[src/sws_pkg.sv]
// Shared constants and types for the single-wire sensor frame decoder.
package sws_pkg;

  localparam int unsigned TIMER_BITS_DEF = 16;
  localparam int unsigned EDGE_TIME_W    = 16;
  localparam int unsigned THR_W          = 16;
  localparam int unsigned CNT_W          = 6;
  localparam int unsigned DATA_W         = 40;
  localparam int unsigned BYTE_W         = 8;

  localparam logic [THR_W-1:0] THRESHOLD_RESET = 16'd4000;
  localparam logic [CNT_W-1:0] FIRST_BIT_EDGE  = 6'd3;
  localparam logic [CNT_W-1:0] FRAME_EDGES     = 6'd42;

  typedef enum logic {
    REQ_EDGE    = 1'b0,
    REQ_RESTART = 1'b1
  } req_type_e;

  // Frame progress carried between the state registers and the step logic.
  typedef struct packed {
    logic [CNT_W-1:0]  edge_count;
    logic [DATA_W-1:0] bit_shift;
  } frame_state_t;

  // One decoded frame; the bytes are declared last-received first, so the first byte off the wire is lowest.
  typedef struct packed {
    logic              data_ok;
    logic [BYTE_W-1:0] sum_byte;
    logic [BYTE_W-1:0] temp_frac;
    logic [BYTE_W-1:0] temp_int;
    logic [BYTE_W-1:0] humidity_frac;
    logic [BYTE_W-1:0] humidity_int;
  } result_t;

endpackage

[src/sws_frame_step.sv]
// Next-state and result logic for one accepted beat of the frame decoder.
module sws_frame_step #(
  parameter int unsigned TIMER_BITS = sws_pkg::TIMER_BITS_DEF
) (
  input  sws_pkg::req_type_e                       req_type_i,
  input  logic [sws_pkg::EDGE_TIME_W-1:0]          edge_time_i,
  input  logic [sws_pkg::THR_W-1:0]                threshold_i,
  input  sws_pkg::frame_state_t                    state_i,
  input  logic [((TIMER_BITS < sws_pkg::EDGE_TIME_W) ?
                 TIMER_BITS : sws_pkg::EDGE_TIME_W)-1:0] last_time_i,
  output sws_pkg::frame_state_t                    state_o,
  output logic [((TIMER_BITS < sws_pkg::EDGE_TIME_W) ?
                 TIMER_BITS : sws_pkg::EDGE_TIME_W)-1:0] last_time_o,
  output logic                                     res_valid_o,
  output sws_pkg::result_t                         res_o
);

  localparam int unsigned TB_IN = (TIMER_BITS < sws_pkg::EDGE_TIME_W) ?
                                  TIMER_BITS : sws_pkg::EDGE_TIME_W;
  localparam int unsigned CMP_W = (TIMER_BITS > sws_pkg::THR_W) ?
                                  TIMER_BITS : sws_pkg::THR_W;

  logic [TIMER_BITS-1:0]          now;
  logic [TIMER_BITS-1:0]          interval;
  logic                           bit_one;
  logic [sws_pkg::CNT_W-1:0]      cnt_inc;
  logic [sws_pkg::DATA_W-1:0]     shifted;
  logic [sws_pkg::BYTE_W-1:0]     total;

  // The interval wraps with the timer, so plain modular subtraction suffices.
  assign now      = TIMER_BITS'(edge_time_i[TB_IN-1:0]);
  assign interval = now - TIMER_BITS'(last_time_i);
  assign bit_one  = CMP_W'(interval) >= CMP_W'(threshold_i);
  assign cnt_inc  = state_i.edge_count + sws_pkg::CNT_W'(1);
  assign shifted  = {state_i.bit_shift[sws_pkg::DATA_W-2:0], bit_one};

  always_comb begin
    res_o.humidity_int  = shifted[39:32];
    res_o.humidity_frac = shifted[31:24];
    res_o.temp_int      = shifted[23:16];
    res_o.temp_frac     = shifted[15:8];
    res_o.sum_byte      = shifted[7:0];
    total = shifted[39:32] + shifted[31:24] + shifted[23:16] + shifted[15:8];
    res_o.data_ok = (total == shifted[7:0]);
  end

  always_comb begin
    state_o     = state_i;
    last_time_o = last_time_i;
    res_valid_o = 1'b0;
    unique case (req_type_i)
      sws_pkg::REQ_RESTART: begin
        state_o     = '0;
        last_time_o = '0;
      end
      sws_pkg::REQ_EDGE: begin
        last_time_o        = edge_time_i[TB_IN-1:0];
        state_o.edge_count = cnt_inc;
        if (cnt_inc >= sws_pkg::FIRST_BIT_EDGE) begin
          state_o.bit_shift = shifted;
          if (cnt_inc >= sws_pkg::FRAME_EDGES) begin
            res_valid_o = 1'b1;
            state_o     = '0;
          end
        end
      end
      default: begin
        state_o = state_i;
      end
    endcase
  end

endmodule

[src/sws_out_buf.sv]
// Two-entry output register with skid slot for decoded frames.
module sws_out_buf (
  input  logic             clk_i,
  input  logic             rst_ni,
  input  logic             push_i,
  input  sws_pkg::result_t push_data_i,
  output logic             space_o,
  output logic             valid_o,
  input  logic             ready_i,
  output sws_pkg::result_t data_o
);

  logic             main_valid_q, main_valid_d;
  logic             skid_valid_q, skid_valid_d;
  sws_pkg::result_t main_q, main_d;
  sws_pkg::result_t skid_q, skid_d;
  logic             pop;

  assign pop     = main_valid_q && ready_i;
  assign space_o = !skid_valid_q;
  assign valid_o = main_valid_q;
  assign data_o  = main_q;

  always_comb begin
    main_valid_d = main_valid_q;
    skid_valid_d = skid_valid_q;
    main_d       = main_q;
    skid_d       = skid_q;
    if (skid_valid_q) begin
      // Nothing is pushed while the skid slot is occupied.
      if (pop) begin
        main_d       = skid_q;
        skid_valid_d = 1'b0;
      end
    end else if (!main_valid_q || pop) begin
      main_valid_d = push_i;
      main_d       = push_i ? push_data_i : main_q;
    end else if (push_i) begin
      skid_valid_d = 1'b1;
      skid_d       = push_data_i;
    end
  end

  always_ff @(posedge clk_i or negedge rst_ni) begin
    if (!rst_ni) begin
      main_valid_q <= 1'b0;
      skid_valid_q <= 1'b0;
    end else begin
      main_valid_q <= main_valid_d;
      skid_valid_q <= skid_valid_d;
    end
  end

  always_ff @(posedge clk_i) begin
    main_q <= main_d;
    skid_q <= skid_d;
  end

  a_skid_needs_main: assert property (@(posedge clk_i) disable iff (!rst_ni)
    skid_valid_q |-> main_valid_q)
    else $error("skid slot holds a frame while the output register is empty");

  a_stall_fills_skid: assert property (@(posedge clk_i) disable iff (!rst_ni)
    (main_valid_q && !ready_i && !skid_valid_q && push_i) |=> skid_valid_q)
    else $error("frame pushed during a stall was not caught by the skid slot");

  a_skid_drains: assert property (@(posedge clk_i) disable iff (!rst_ni)
    (skid_valid_q && pop) |=> (main_valid_q && !skid_valid_q && main_q == $past(skid_q)))
    else $error("skid slot did not move into the output register");

endmodule

[src/single_wire_sensor_frame_decoder.sv]
// Top level of the single-wire humidity and temperature sensor frame decoder.
//
// Each input beat is either a rising edge of the sensor line, carrying the
// free-running timer value captured at that edge, or a restart (tuser high)
// that clears the frame in progress. The decoder measures the time between
// successive edges modulo 2^TIMER_BITS, so a timer wrap inside a frame is
// harmless. The intervals ahead of the first data bit, among them the sensor's
// response pulse, are dropped; each of the next 40 intervals becomes one data
// bit, most significant first, and reads as one when it is at or above the
// bit threshold register (reset value 4000 counts). Once the last bit is in, one
// output beat carries the five received bytes and a flag that says whether
// the low byte of the sum of the first four matches the checksum byte; the
// decoder then rearms, keeping the last edge's time as its reference. The step
// logic for each input beat is one subtract, one compare and one shift applied
// straight to the frame registers, so a new beat is accepted in every cycle
// while the output has space. Results pass through an output register backed
// by a skid slot, so input beats keep flowing while a finished frame waits at
// the output; the input stalls only when both slots hold frames. The threshold
// is written through cfg_we_i and cfg_wdata_i and should change only while the
// block is idle.
module single_wire_sensor_frame_decoder #(
  parameter int unsigned TIMER_BITS = sws_pkg::TIMER_BITS_DEF
) (
  input  logic        clk_i,
  input  logic        rst_ni,
  // Configuration: bit threshold in timer counts.
  input  logic        cfg_we_i,
  input  logic [15:0] cfg_wdata_i,
  // Input stream.
  input  logic        s_axis_tvalid,
  output logic        s_axis_tready,
  input  logic [15:0] s_axis_tdata,   // [15:0] edge_time
  input  logic        s_axis_tuser,   // [0] req_type
  // Output stream.
  output logic        m_axis_tvalid,
  input  logic        m_axis_tready,
  output logic [39:0] m_axis_tdata,   // [7:0] humidity_int, [15:8] humidity_frac,
                                      // [23:16] temp_int, [31:24] temp_frac,
                                      // [39:32] sum_byte
  output logic        m_axis_tuser    // [0] data_ok
);

  // Only the timer bits that the edge field can carry are ever stored.
  localparam int unsigned TB_IN = (TIMER_BITS < sws_pkg::EDGE_TIME_W) ?
                                  TIMER_BITS : sws_pkg::EDGE_TIME_W;

  logic [sws_pkg::THR_W-1:0] threshold_q;
  sws_pkg::frame_state_t     state_q, state_d;
  logic [TB_IN-1:0]          last_time_q, last_time_d;
  logic                      accept;
  logic                      res_valid;
  sws_pkg::result_t          res;
  sws_pkg::result_t          out_res;
  logic                      buf_space;
  sws_pkg::req_type_e        req_type;

  assign req_type      = sws_pkg::req_type_e'(s_axis_tuser);
  assign s_axis_tready = buf_space;
  assign accept        = s_axis_tvalid && s_axis_tready;

  // Threshold register.
  always_ff @(posedge clk_i or negedge rst_ni) begin
    if (!rst_ni) begin
      threshold_q <= sws_pkg::THRESHOLD_RESET;
    end else if (cfg_we_i) begin
      threshold_q <= cfg_wdata_i;
    end
  end

  sws_frame_step #(
    .TIMER_BITS (TIMER_BITS)
  ) u_step (
    .req_type_i  (req_type),
    .edge_time_i (s_axis_tdata),
    .threshold_i (threshold_q),
    .state_i     (state_q),
    .last_time_i (last_time_q),
    .state_o     (state_d),
    .last_time_o (last_time_d),
    .res_valid_o (res_valid),
    .res_o       (res)
  );

  // Frame registers advance only on an accepted beat.
  always_ff @(posedge clk_i or negedge rst_ni) begin
    if (!rst_ni) begin
      state_q     <= '0;
      last_time_q <= '0;
    end else if (accept) begin
      state_q     <= state_d;
      last_time_q <= last_time_d;
    end
  end

  sws_out_buf u_out_buf (
    .clk_i       (clk_i),
    .rst_ni      (rst_ni),
    .push_i      (accept && res_valid),
    .push_data_i (res),
    .space_o     (buf_space),
    .valid_o     (m_axis_tvalid),
    .ready_i     (m_axis_tready),
    .data_o      (out_res)
  );

  assign m_axis_tdata = {out_res.sum_byte, out_res.temp_frac, out_res.temp_int,
                         out_res.humidity_frac, out_res.humidity_int};
  assign m_axis_tuser = out_res.data_ok;

  a_count_bounded: assert property (@(posedge clk_i) disable iff (!rst_ni)
    state_q.edge_count < sws_pkg::FRAME_EDGES)
    else $error("edge count ran past the end of a frame");

  a_restart_clears: assert property (@(posedge clk_i) disable iff (!rst_ni)
    (accept && s_axis_tuser) |=> (state_q == '0 && last_time_q == '0))
    else $error("restart beat did not clear the frame");

  a_frame_end_rearms: assert property (@(posedge clk_i) disable iff (!rst_ni)
    (accept && res_valid) |=> (state_q.edge_count == '0 && m_axis_tvalid))
    else $error("end of frame did not rearm or did not present a result");

endmodule

[config.mk]
export PLATFORM = sky130hd
export DESIGN_NAME = single_wire_sensor_frame_decoder
export DESIGN_NICKNAME = d
export VERILOG_FILES = /design/src/sws_pkg.sv /design/src/sws_frame_step.sv /design/src/sws_out_buf.sv /design/src/single_wire_sensor_frame_decoder.sv
export SDC_FILE = /design/constraint.sdc
export NUM_CORES = 1
export LEC_CHECK = 0
export BUFFER_PORTS_ARGS = -buffer_cell sky130_fd_sc_hd__buf_4
export CORE_MARGIN = 3
export CORE_UTILIZATION = 55
export DETAILED_ROUTE_END_ITERATION = 8
export GPL_ROUTABILITY_DRIVEN = 1
export MAX_ROUTING_LAYER = met4
export PLACE_DENSITY = 0.77
export SLEW_MARGIN = 20
export SYNTH_ARGS = -nofsm -noshare
export SYNTH_HDL_FRONTEND = slang
export SYNTH_HIERARCHICAL = 1
export SYNTH_SLANG_ARGS = --single-unit
[constraint.sdc]
create_clock -name clk_i -period 6.1 [get_ports clk_i]
set_input_delay 0.61 -clock clk_i [delete_from_list [all_inputs] [get_ports clk_i]]
set_output_delay 0.61 -clock clk_i [all_outputs]
set_load 0.1 [all_outputs]
# After elaboration in Yosys (flattened, before gate mapping)
# Index checks and enable logic that the tools add are counted.
# totals
ff_bits	161
output_inout_bits	43
word_cells	59
# classes
n_eq_ne	3
muxes	15
n_addsub	5
reduce_logical	12
order_cmp	3
bitwise	3
# op_table
operator	count
41-bit two-way mux	4
46-bit two-way mux	2
46-bit case mux with 2 select lines	1
16-bit case mux with 2 select lines	1
8-bit adder	3
16-bit >= comparator	1
16-bit subtractor	1
8-bit equality test	1
1-bit two-way mux	7
6-bit by 1-bit adder with 6-bit output (second input constant)	1
6-bit by 2-bit >= comparator with 1-bit output (second input constant)	1
6-bit >= comparator (second input constant)	1
3-bit AND reduction	2
2-bit AND reduction	2
2-bit nonzero test	2
1-bit logical AND	3
1-bit inverter	3
1-bit zero test	2
2-bit by 1-bit inequality test with 1-bit output (second input constant)	1
2-bit inequality test (second input constant)	1
1-bit logical OR	1

# Longest topological paths before layout
# Gate-level depths: netlist of the first run.
# depth
word_depth	9
depth_mapped	17
mapped_depth_nobuf	17

# Modules after synthesis
# Netlist of the first run, hierarchy kept.
# by_module_without_submodules
mod	n_inst	area_each_um2	seq_area_each_um2	cells_each
sws_out_buf	1	3176.8	2512.4	139
single_wire_sensor_frame_decoder	1	2970.3	1959.4	166
sws_frame_step	1	2915.3	0.0	408

# Worst setup path after synthesis of the first run
# No wires, ideal clock.
# synth_path
path_type	input to register
start	input s_axis_tdata[0]
end	register u_out_buf.main_q, in the netlist u_out_buf/data_o[32], data pin
t_required_ps	5840
arrival_time_ps	3682
path_stages	16
setup_slack_ps	2158
path_buffers	1
cell_sequence	inv_1 ha_1 fa_1 nor2b_1 o21bai_1 a311oi_1 o21ai_0 o311ai_0 ha_1 nand2_1 o21ai_0 nor4_1 a21oi_1 or2_2 buf_4 mux2_4
# synth_rtl
element	line_no	rtl
from (decl)	single_wire_sensor_frame_decoder.sv:32	input logic [15:0] s_axis_tdata,
to (signal assigned)	sws_out_buf.sv:55	main_q <= main_d;
to (decl)	sws_out_buf.sv:15	sws_pkg::result_t main_q, main_d;

==> results of run 1 <==
## registers in the layout (all words and copies together) (netlist names)
signal	cells
u_out_buf/skid_valid_q	1
state_q	45
u_out_buf/skid_q	41
threshold_q	16
u_out_buf/valid_o	1
last_time_q	16
u_out_buf/data_o	41
## layer usage
metal | up-vias | GRT usage
met5 | - | -
met1 | 2760 | 0.260
met4 | 0 | 0.0718
met3 | 27 | 0.0323
li1 | 2558 | -
met2 | 166 | 0.324
## worst paths after layout
path                                     endpoint  slack, ns            start  cells after the start
min in group clk_i                threshold_q[14]       0.42  cfg_wdata_i[14]                      2
hold reg to reg                   last_time_q[14]       0.51  last_time_q[14]                      1
max in group asynchronous  u_out_buf/skid_valid_q       5.32           rst_ni                      1
setup / recovery             u_out_buf/data_o[40]       2.09   last_time_q[0]                     15
hold / removal                     threshold_q[1]       0.20           rst_ni                      1
setup reg to reg             u_out_buf/data_o[40]       2.09   last_time_q[0]                     15
## worst max-delay path, cell delays in order (launching register included)
cell      delay (ns)
dfrtp_1         0.38
ha_1            0.21
fa_1            0.41
nor2b_1         0.18
o21bai_1        0.10
a311oi_1        0.47
o21ai_0         0.20
o311ai_0        0.32
ha_1            0.30
nand2_1         0.09
o21ai_0         0.10
nor4_1          0.26
a21oi_1         0.15
or3_1           0.35
a21oi_1         0.19
mux2_2          0.18
## layout by cell type (no fill, tap or decap), types with 3 or more instances in the layout
cell type   n
o21bai_1    3
nor3b_1     3
a22oi_1    38
inv_1      41
clkbuf_16  17
nand2_1    12
inv_6       4
buf_4      81
xnor2_1    23
o211ai_1    3
nor4_1      3
nand3_1     7
a21oi_1    23
o21a_1      3
dfrtp_1    72
nand2b_1    4
nor2_1     55
nand3b_1    3
nor2b_1    18
xor2_1      9
ha_1       41
nor3_1      7
fa_1       15
o21ai_0    13
mux2_4     30
dfstp_2     6
and4_1      4
a21o_1      3
mux2_2     89
edfxtp_1   82
## cell type report
type / instances / area (um2) / share of cell area
well taps: 216 / 270 / 0.0272
flip-flops and latches: 161 / 4450 / 0.448
multi-input cells: 436 / 3880 / 0.391
repair buffers: 82 / 619 / 0.0623
clock inverters: 13 / 129 / 0.0130
inverters: 42 / 158 / 0.0159
clock buffers: 19 / 433 / 0.0436
## power by group through the flow
stage | clock network, mW | registers, mW | logic, mW
after global placement | 0 | 1.21 | 0.392
after global routing | 1.07 | 1.20 | 0.467
final | 1.02 | 1.20 | 0.416
after detailed placement | 0 | 1.22 | 0.408
after CTS | 1.04 | 1.20 | 0.414
after floorplan | 0 | 1.21 | 0.338
==> results by group, run 1 <==
STA
  • Rel. slew slack: 0.335
  • Clock skew: 0.00844 ns
  • RSZ-0062 raised after global routing: no
  • Hold WS: 0.196 ns
  • Final Hold Viols: 0
  • Setup violators final: 0
  • Least-Margin Pin Slew: 0.998 ns
  • Maximum clock rate: 249 MHz
  • Total negative slack: 0 ns
  • Final period utilization: 0.658
  • Slew Limit Fails: 0
  • Final min period: 4.01 ns
  • Final WS setup: 2.09 ns

Detailed routing
  • Routed vias: 5,511
  • DR top layer: met4
  • Post-route ant nets: 0
  • # DRC: 0
  • Wire length per cell: 17.2 um
  • DRT Pass-1 Iters: 5
  • Via-per-instance ratio: 5.69
  • DRT iter0 DRCs: 383
  • Metal2 WL: 8290 um
  • Met1 WL: 7260 um
  • Met3 routed WL: 795 um
  • Total routed wirelength: 16,700 um

Die
  • Die footprint: 18,000 um2
  • Core Area: 15,900 um2
  • Initial Util: 0.565
  • Rows: 46
  • Die Wd: 134 um
  • DIE HEIGHT: 134 um
  • I/O pins: 81

Global route
  • Global-route usage over all layers: 0.200
  • Gr ovfl total: 0
  • First-pass GRT wire length: 28,100 um
  • Initial antenna violation count: 0
  • Vias in the first global route: 5,585
  • Largest net degree at the start of global routing: 80

Clocking
  • CTS Buf Count: 17
  • CTS tree: built
  • Setup bufs post-CTS: 0
  • H-tree lvl count: 4
  • CTS resizes: 0
  • Clock Tree Root: clkbuf_16
  • Worst-Skew Late Latency: 0.42 ns
  • CTS clk-pin slew, worst paths: 0.06 ns
  • Cts hold-fix bufs: 0
  • Clock Sinks: 161
  • CTS Buffer Depth: 2

Power
  • Power Total: 2.63 mW
  • Clock power frac: 0.387
  • Switching Fraction: 0.271
  • Power Internal: 1.92 mW
  • Combinational share of power: 0.158
  • Pwr dens: 264 nW/um2
  • Switching Power: 0.712 mW
  • Peak supply drop: 180 uV
  • Part of the power in registers: 0.455
  • Lkg Pwr: 4.42 nW

Cells and area
  • ANT cells: 0
  • Final non-filler cell total: 969
  • Post-route cell area: 9940 um2
  • Fill count: 1,214
  • Layout area overhead: 10.3%
  • Final Core Density: 0.623
  • Share of cells above drive strength 1: 0.325
  • NumNets Final: 834

Place
  • Detailed placement HPWL: 11,100 um
  • DP Cell Count: 937
  • GP Congestion: 0.889
  • DP Worst Slack: 1.77 ns
  • Placed instance area: 9370 um2
  • Port Buffers: 80

Hold path
  • Hold Crit Class: input pin to async pin

Setup path
  • Critical Path RT: 6.39 ns
  • Crit Path Category: register to register
  • Critical path arrival: 4.30 ns
  • Crit Path Max Fanout: 4
  • Crit end category: register
  • CP startpoint kind: register

Yosys
  • Ys Warns: 6
  • Synth Net Count: 803
  • Synthesized area per cell: 12.7 um2
  • Mapped cell area: 9010 um2
  • Post-synthesis instance total: 709

Job
  • Max Cap Viol: 0

Outcome
  • Status: finished clean
Note: power is estimated with default switching activity, not from simulation.
==> run 2, diff against run 1 <==
--- a/config.mk
+++ b/config.mk
@@ -7,11 +7,11 @@
 export LEC_CHECK = 0
 export BUFFER_PORTS_ARGS = -buffer_cell sky130_fd_sc_hd__buf_4
 export CORE_MARGIN = 3
-export CORE_UTILIZATION = 55
+export CORE_UTILIZATION = 54
 export DETAILED_ROUTE_END_ITERATION = 8
 export GPL_ROUTABILITY_DRIVEN = 1
 export MAX_ROUTING_LAYER = met4
-export PLACE_DENSITY = 0.77
+export PLACE_DENSITY = 0.78
 export SLEW_MARGIN = 20
 export SYNTH_ARGS = -nofsm -noshare
 export SYNTH_HDL_FRONTEND = slang
==> constraint.sdc (replaced) <==
create_clock -name clk_i -period 3.4 [get_ports clk_i]
set_input_delay 0.34 -clock clk_i [delete_from_list [all_inputs] [get_ports clk_i]]
set_output_delay 0.34 -clock clk_i [all_outputs]
set_load 0.1 [all_outputs]
==> run 2 against run 1 <==
The flow now finishes with violations (negative setup slack). Cell area is 3.7% higher. Clock power is 81% higher. Clock-buffer cell count is 1 lower. Die area is 1.8% higher. Wire length is 2.7% higher. Core utilization is 1.6 points higher. Sequential share of layout area is 1.6 points lower. Final cell count is 3.3% higher.
==> results by group, run 2 (synthesized netlist as in run 1, its figures left out) <==
STA
  • Final Hold Viols: 0 (unchanged)
  • Final WS setup: -0.161 ns (-2.25 ns)
  • Rel. slew slack: 0.402 (+0.0671)
  • RSZ-0062 raised after global routing: yes
  • Hold WS: 0.135 ns (-0.0615 ns)
  • Slew Limit Fails: 0 (unchanged)
  • Setup violators final: 4 (+4)
  • Clock skew: 0.00784 ns (-0.000601 ns)
  • Final min period: 3.56 ns (-0.451 ns)
  • Final period utilization: 1.05 (+0.390)
  • Least-Margin Pin Slew: 0.897 ns (-0.101 ns)
  • Total negative slack: -0.346 ns (-0.346 ns)
  • Maximum clock rate: 281 MHz (+13%)

Power
  • Peak supply drop: 351 uV (+95%)
  • Part of the power in registers: 0.441 (-0.014)
  • Power Internal: 3.52 mW (+84%)
  • Clock power frac: 0.380 (-0.007)
  • Switching Fraction: 0.277 (+0.00629)
  • Switching Power: 1.35 mW (+90%)
  • Lkg Pwr: 4.61 nW (+4.3%)
  • Pwr dens: 472 nW/um2 (+79%)
  • Combinational share of power: 0.179 (+0.021)

Cells and area
  • Most flops, register: state_q
  • Final Core Density: 0.640 (+0.0161)
  • Max reg flops: 45 (unchanged)
  • Register Area: 4450 um2 (unchanged)
  • ANT cells: 0 (unchanged)
  • Post-route cell area: 10,300 um2 (+3.7%)
  • Share of cells above drive strength 1: 0.381 (+0.0555)
  • Commonest non-fill, non-tap cells in the layout: 113 x buf_4, 88 x mux2_2, 82 x edfxtp_1
  • NumNets Final: 866 (+3.8%)
  • Layout area overhead: 14.3%
  • Fill count: 1,201 (-1.1%)
  • Footprint of the multi-input gates: 4000 um2 (+3.0%)
  • Most common cell after layout, fill and taps aside: buf_4

Die
  • DIE HEIGHT: 135 um (+0.88%)
  • Initial Util: 0.559 (-0.00606)
  • Die footprint: 18,300 um2 (+1.8%)
  • Die Wd: 135 um (+0.88%)
  • I/O pins: 81 (unchanged)
  • Rows: 46 (unchanged)
  • Core Area: 16,100 um2 (+1.1%)

Detailed routing
  • Post-route ant nets: 0 (unchanged)
  • DRT iter0 DRCs: 453 (+18%)
  • Wire length per cell: 17.1 um (-0.56%)
  • DRT Pass-1 Iters: 5 (unchanged)
  • Total routed wirelength: 17,100 um (+2.7%)
  • Via-per-instance ratio: 5.61 (-1.4%)
  • Routed vias: 5,614 (+1.9%)
  • # DRC: 0 (unchanged)

Global route
  • Initial antenna violation count: 0 (unchanged)
  • Vias in the first global route: 5,705 (+2.1%)
  • Largest net degree at the start of global routing: 62 (-23%)
  • Gr ovfl total: 0 (unchanged)
  • Global-route usage over all layers: 0.203 (+0.00277)
  • First-pass GRT wire length: 28,300 um (+0.86%)

Setup path
  • Crit Path Max Fanout: 4 (unchanged)
  • R2R Setup Slk: -0.16 ns (-2.25 ns)
  • Reg2Reg Depth: 17 (+2)
  • Crit Path Category: register to register
  • Crit end category: register
  • Critical Path RT: 3.59 ns (-2.80 ns)
  • RR Endpoint: u_out_buf/data_o[40]
  • Worst r2r src: last_time_q[0]
  • CP startpoint kind: register
  • Critical path arrival: 3.75 ns (-0.55 ns)

Clocking
  • Clock Sinks: 161 (unchanged)
  • CTS clk-pin slew, worst paths: 0.07 ns (about the same)
  • Clock Tree Root: clkbuf_16
  • CTS Buf Count: 17 (unchanged)
  • Worst-Skew Late Latency: 0.44 ns (+0.02 ns)
  • H-tree lvl count: 4 (unchanged)
  • CTS Buffer Depth: 2 (unchanged)
  • CTS tree: built

Hold path
  • Hold EP: threshold_q[10]
  • Hold_sp: cfg_wdata_i[10]
  • Worst hold path depth: 2
  • Hold Crit Class: input pin to register

Outcome
  • Status: complete, but fails checks
  • Failing checks: negative setup slack

Place
  • Port Buffers: 80 (unchanged)
  • DP Worst Slack: -0.470 ns (-2.24 ns)
  • GP Congestion: 0.933 (+4.8%)
  • Placed instance area: 9590 um2 (+2.4%)
  • Detailed placement HPWL: 11,600 um (+4.5%)

Job
  • Max Cap Viol: 0 (unchanged)
-- run 2: cell count changes in the layout (fill, tap and decap cells not counted), sizes merged --
cell	change
buf	+31
clkinv	-2
inv	+2
dlygate4sd3	+1
clkbuf	-1
clkinvlp	+1
-- run 2: worst max path at each step --
stage                                from              endpoint  depth (start not counted)
after floorplan           s_axis_tdata[0]  u_out_buf/data_o[32]                         16
after global placement    s_axis_tdata[0]  u_out_buf/data_o[32]                         16
after detailed placement  s_axis_tdata[0]  u_out_buf/data_o[32]                         16
after CTS                  last_time_q[0]  u_out_buf/data_o[32]                         14
after global routing       last_time_q[0]  u_out_buf/data_o[40]                         17
final                      last_time_q[0]  u_out_buf/data_o[40]                         17
-- run 2: per-layer routing --
metal / track usage / share of wire / vias up
li1: - / - / 2628
met1: 0.245 / 0.42 / 2785
met2: 0.340 / 0.51 / 157
met3: 0.0375 / 0.039 / 44
met4: 0.0806 / 0.028 / 0
met5: - / 0 / -
-- run 2: power by group through the flow --
stage	combinational, mW	clock (mW)	sequential, mW
after floorplan	0.609	0	2.17
after global placement	0.740	0	2.18
after detailed placement	0.777	0	2.18
after CTS	0.843	1.89	2.15
after global routing	0.963	1.95	2.15
final	0.871	1.85	2.15
-- run 2: final cells by class --
cell class / instances / share of cell area
Sequential cell: 161 / 0.432
Inverter: 42 / 0.0153
Clock buffer: 18 / 0.0416
Timing Repair Buffer: 114 / 0.0833
Tap cell: 216 / 0.0262
Multi-Input combinational cell: 436 / 0.388
Clock inverter: 14 / 0.0141
-- run 2: metrics by stage --
stage                     cells  power, mW
final                      1001       4.87
after global routing       1001       5.07
after CTS                  1001       4.88
after detailed placement    966       2.96
after global placement      966       2.92
after floorplan             709       2.78
-- run 2: repair_timing --
item	CTS	global route
resized for setup	22	8
pin swaps	12	6
cloned	0	0
endpoints found under the setup margin	5	5
hold buffers	1	0
buffers inserted	3	0
hold endpoints to repair	31	0
-- run 2: critical path: stages (launching register included) --
cell and delay (ns):
dfrtp_1 0.41, ha_4 0.18, fa_2 0.37, nor2b_4 0.16, o21bai_4 0.07, a311oi_2 0.31, o21ai_2 0.12, nand3_1 0.12
o311ai_2 0.12, ha_1 0.31, nand2_2 0.06, buf_4 0.13, nor3_1 0.20, o21ai_0 0.12, a21oi_2 0.18, or3_1 0.15
a21oi_2 0.06, mux2_2 0.25
==> run 3, diff against run 2 <==
--- a/config.mk
+++ b/config.mk
@@ -7,11 +7,12 @@
 export LEC_CHECK = 0
 export BUFFER_PORTS_ARGS = -buffer_cell sky130_fd_sc_hd__buf_4
 export CORE_MARGIN = 3
-export CORE_UTILIZATION = 54
+export CORE_UTILIZATION = 55
 export DETAILED_ROUTE_END_ITERATION = 8
 export GPL_ROUTABILITY_DRIVEN = 1
 export MAX_ROUTING_LAYER = met4
-export PLACE_DENSITY = 0.78
+export PLACE_DENSITY = 0.77
+export SKIP_LAST_GASP = 1
 export SLEW_MARGIN = 20
 export SYNTH_ARGS = -nofsm -noshare
 export SYNTH_HDL_FRONTEND = slang
==> constraint.sdc (replaced) <==
create_clock -name clk_i -period 3.3 [get_ports clk_i]
set_input_delay 0.33 -clock clk_i [delete_from_list [all_inputs] [get_ports clk_i]]
set_output_delay 0.33 -clock clk_i [all_outputs]
set_load 0.1 [all_outputs]
==> run 3 against run 2 <==
The run still ends with negative setup slack left. Wire length shrank 0.54%. Combinational power is 3.2% higher. Fmax up 2.1%. Cell area up 0.17%. Via count fell by 1.6%. Global-route usage up 0.10 points. Non-clock buffer count rose by 8. Sequential power is 3% higher. First-iteration DRC count fell by 36%. Critical endpoint unchanged. Largest power group unchanged.
==> results by group, run 3 (synthesized netlist as in run 1, its figures left out) <==
Setup path
  • Worst r2r src: last_time_q[0]
  • Crit Path Category: register to register
  • Worst path cell trace: ha_2, fa_2, nor2b_4, o21bai_4, a311oi_2, o21ai_1, o311ai_1, ha_1, nand2_2, o21ai_2, nor4_2, a21oi_2, or3_1, a21oi_2, mux2_2
  • R2R Setup Slk: -0.19 ns (-0.03 ns)
  • Crit end category: register
  • Crit-path most repeated cell: a21oi_2
  • Critical path arrival: 3.78 ns (+0.03 ns)
  • Slowest cell on crit path: dfrtp_1
  • Crit Path Max Fanout: 4 (unchanged)
  • Reg2Reg Depth: 15 (-2)
  • CP startpoint kind: register
  • Critical Path RT: 3.60 ns (about the same)
  • Max stage delay on crit path: 0.39 ns (-0.02 ns)
  • RR Endpoint: u_out_buf/data_o[40]

Hold path
  • Hold_sp: cfg_wdata_i[6]
  • Hold EP: threshold_q[6]
  • Hold Crit Class: input pin to register
  • Worst hold path depth: 2 (unchanged)

STA
  • Final period utilization: 1.06 (+0.00916)
  • Final WS setup: -0.187 ns (-0.0255 ns)
  • Setup violators final: 4 (unchanged)
  • Slew Limit Fails: 0 (unchanged)
  • Least-Margin Pin Slew: 0.886 ns (-0.0112 ns)
  • Clock skew: 0.00629 ns (-0.00155 ns)
  • RSZ-0062 raised after global routing: yes
  • Final min period: 3.49 ns (-0.0745 ns)
  • Hold WS: 0.134 ns (-0.000503 ns)
  • Final Hold Viols: 0 (unchanged)
  • Maximum clock rate: 287 MHz (+2.1%)
  • Rel. slew slack: 0.409 (+0.00748)

Clocking
  • CTS tree: built
  • CTS clk-pin slew, worst paths: 0.06 ns (about the same)
  • Clock Sinks: 161 (unchanged)
  • CTS Buf Count: 17 (unchanged)
  • CTS Buffer Depth: 2 (unchanged)
  • Clock Tree Root: clkbuf_16
  • Worst-Skew Late Latency: 0.42 ns (-0.02 ns)
  • H-tree lvl count: 4 (unchanged)

Die
  • DIE HEIGHT: 134 um (-0.87%)
  • Core Area: 15,900 um2 (-1.1%)
  • Die Wd: 134 um (-0.87%)
  • I/O pins: 81 (unchanged)
  • Rows: 46 (unchanged)
  • Die footprint: 18,000 um2 (-1.7%)
  • Initial Util: 0.565 (+0.00606)

Place
  • DP Cell Count: 968 (+0.21%)
  • GP Congestion: 0.876 (-6.1%)
  • Detailed placement HPWL: 11,500 um (-0.58%)
  • Port Buffers: 80 (unchanged)
  • Placed instance area: 9610 um2 (+0.18%)

Detailed routing
  • Wire length per cell: 16.9 um (-1.3%)
  • DRT iter0 DRCs: 290 (-36%)
  • DRT Pass-1 Iters: 5 (unchanged)
  • Total routed wirelength: 17,000 um (-0.54%)
  • Routed vias: 5,524 (-1.6%)
  • Post-route ant nets: 0 (unchanged)
  • # DRC: 0 (unchanged)
  • Via-per-instance ratio: 5.47 (-2.4%)

Cells and area
  • NumNets Final: 874 (+0.92%)
  • Fill count: 1,184 (-1.4%)
  • Commonest non-fill, non-tap cells in the layout: 120 x buf_4, 88 x mux2_2, 82 x edfxtp_1
  • Final non-filler cell total: 1,009 (+0.80%)
  • ANT cells: 0 (unchanged)
  • Most common cell after layout, fill and taps aside: buf_4
  • Share of cells above drive strength 1: 0.381 (about the same)
  • Footprint of the multi-input gates: 3980 um2 (-0.47%)
  • Register Area: 4450 um2 (unchanged)
  • Max reg flops: 45 (unchanged)
  • Layout area overhead: 14.5%
  • Post-route cell area: 10,300 um2 (+0.17%)
  • Most flops, register: state_q
  • Final Core Density: 0.648 (+0.00803)

Power
  • Pwr dens: 477 nW/um2 (+1.0%)
  • Power Total: 4.93 mW (+1.2%)
  • Peak supply drop: 351 uV (-0.23%)
  • Lkg Pwr: 4.64 nW (+0.60%)

Outcome
  • Failing checks: negative setup slack
  • Status: complete, but fails checks

Global route
  • Global-route usage over all layers: 0.204 (+0.00102)
  • Largest net degree at the start of global routing: 80 (+29%)
  • Vias in the first global route: 5,680 (-0.44%)
  • Initial antenna violation count: 0 (unchanged)
  • First-pass GRT wire length: 28,300 um (about the same)
  • Gr ovfl total: 0 (unchanged)

Job
  • Max Cap Viol: 0 (unchanged)
-- run 3: per-stage QoR --
step	setup TNS [ns]	setup WS [ns]
after CTS	-0.463	-0.187
after global routing	-1.72	-0.431
after floorplan	-0.163	-0.163
after global placement	-0.997	-0.335
after detailed placement	-1.45	-0.422
final	-0.652	-0.187
-- run 3: where the power goes --
| part | leakage (nW) | internal (mW) | switching (mW) |
|---|---|---|---|
| combinational | 2.50 | 0.407 | 0.492 |
| sequential | 1.87 | 2.17 | 0.0460 |
| clock | 0.260 | 0.999 | 0.817 |
| total | 4.64 | 3.57 | 1.35 |
-- run 3: layer usage --
metal,vias to the layer above,wire length [um],track usage
met5,-,0,-
met4,0,375,0.0696
met3,32,694,0.0379
met2,153,8630,0.339
met1,2705,7330,0.254
li1,2634,-,-
-- run 3: timing repair --
| item | in CTS | in global routing |
|---|---|---|
| hold buffers | 0 | 1 |
| hold endpoints to repair | 0 | 5 |
| buffers inserted | 5 | 3 |
| pin swaps | 3 | 5 |
| resized for setup | 11 | 14 |
| setup endpoints to repair | 5 | 5 |
-- run 3: final cells by class --
class	instances	share of cell area
clock buffers	20	0.0433
clock inverters	12	0.00970
inverters	42	0.0153
multi-input cells	436	0.385
flip-flops and latches	161	0.431
well taps	216	0.0262
repair buffers	122	0.0893
-- run 3: how the worst max path moves through the flow --
stage | cells past startpoint | endpoint | from | slack [ns]
after floorplan | 16 | u_out_buf/data_o[32] | s_axis_tdata[0] | -0.16
after global placement | 16 | u_out_buf/data_o[32] | s_axis_tdata[0] | -0.34
after detailed placement | 16 | u_out_buf/data_o[32] | s_axis_tdata[0] | -0.42
after CTS | 15 | u_out_buf/data_o[40] | last_time_q[0] | -0.19
after global routing | 15 | u_out_buf/data_o[40] | last_time_q[0] | -0.43
final | 15 | u_out_buf/data_o[40] | last_time_q[0] | -0.19
-- run 3: worst max-delay path: cells and delay by family (launching register included) --
family          cells  cell delay (ns)
compound gates      7             1.05
fa+ha+maj           3             0.85
flops               1             0.39
mux                 1             0.15
simple gates        4             0.91
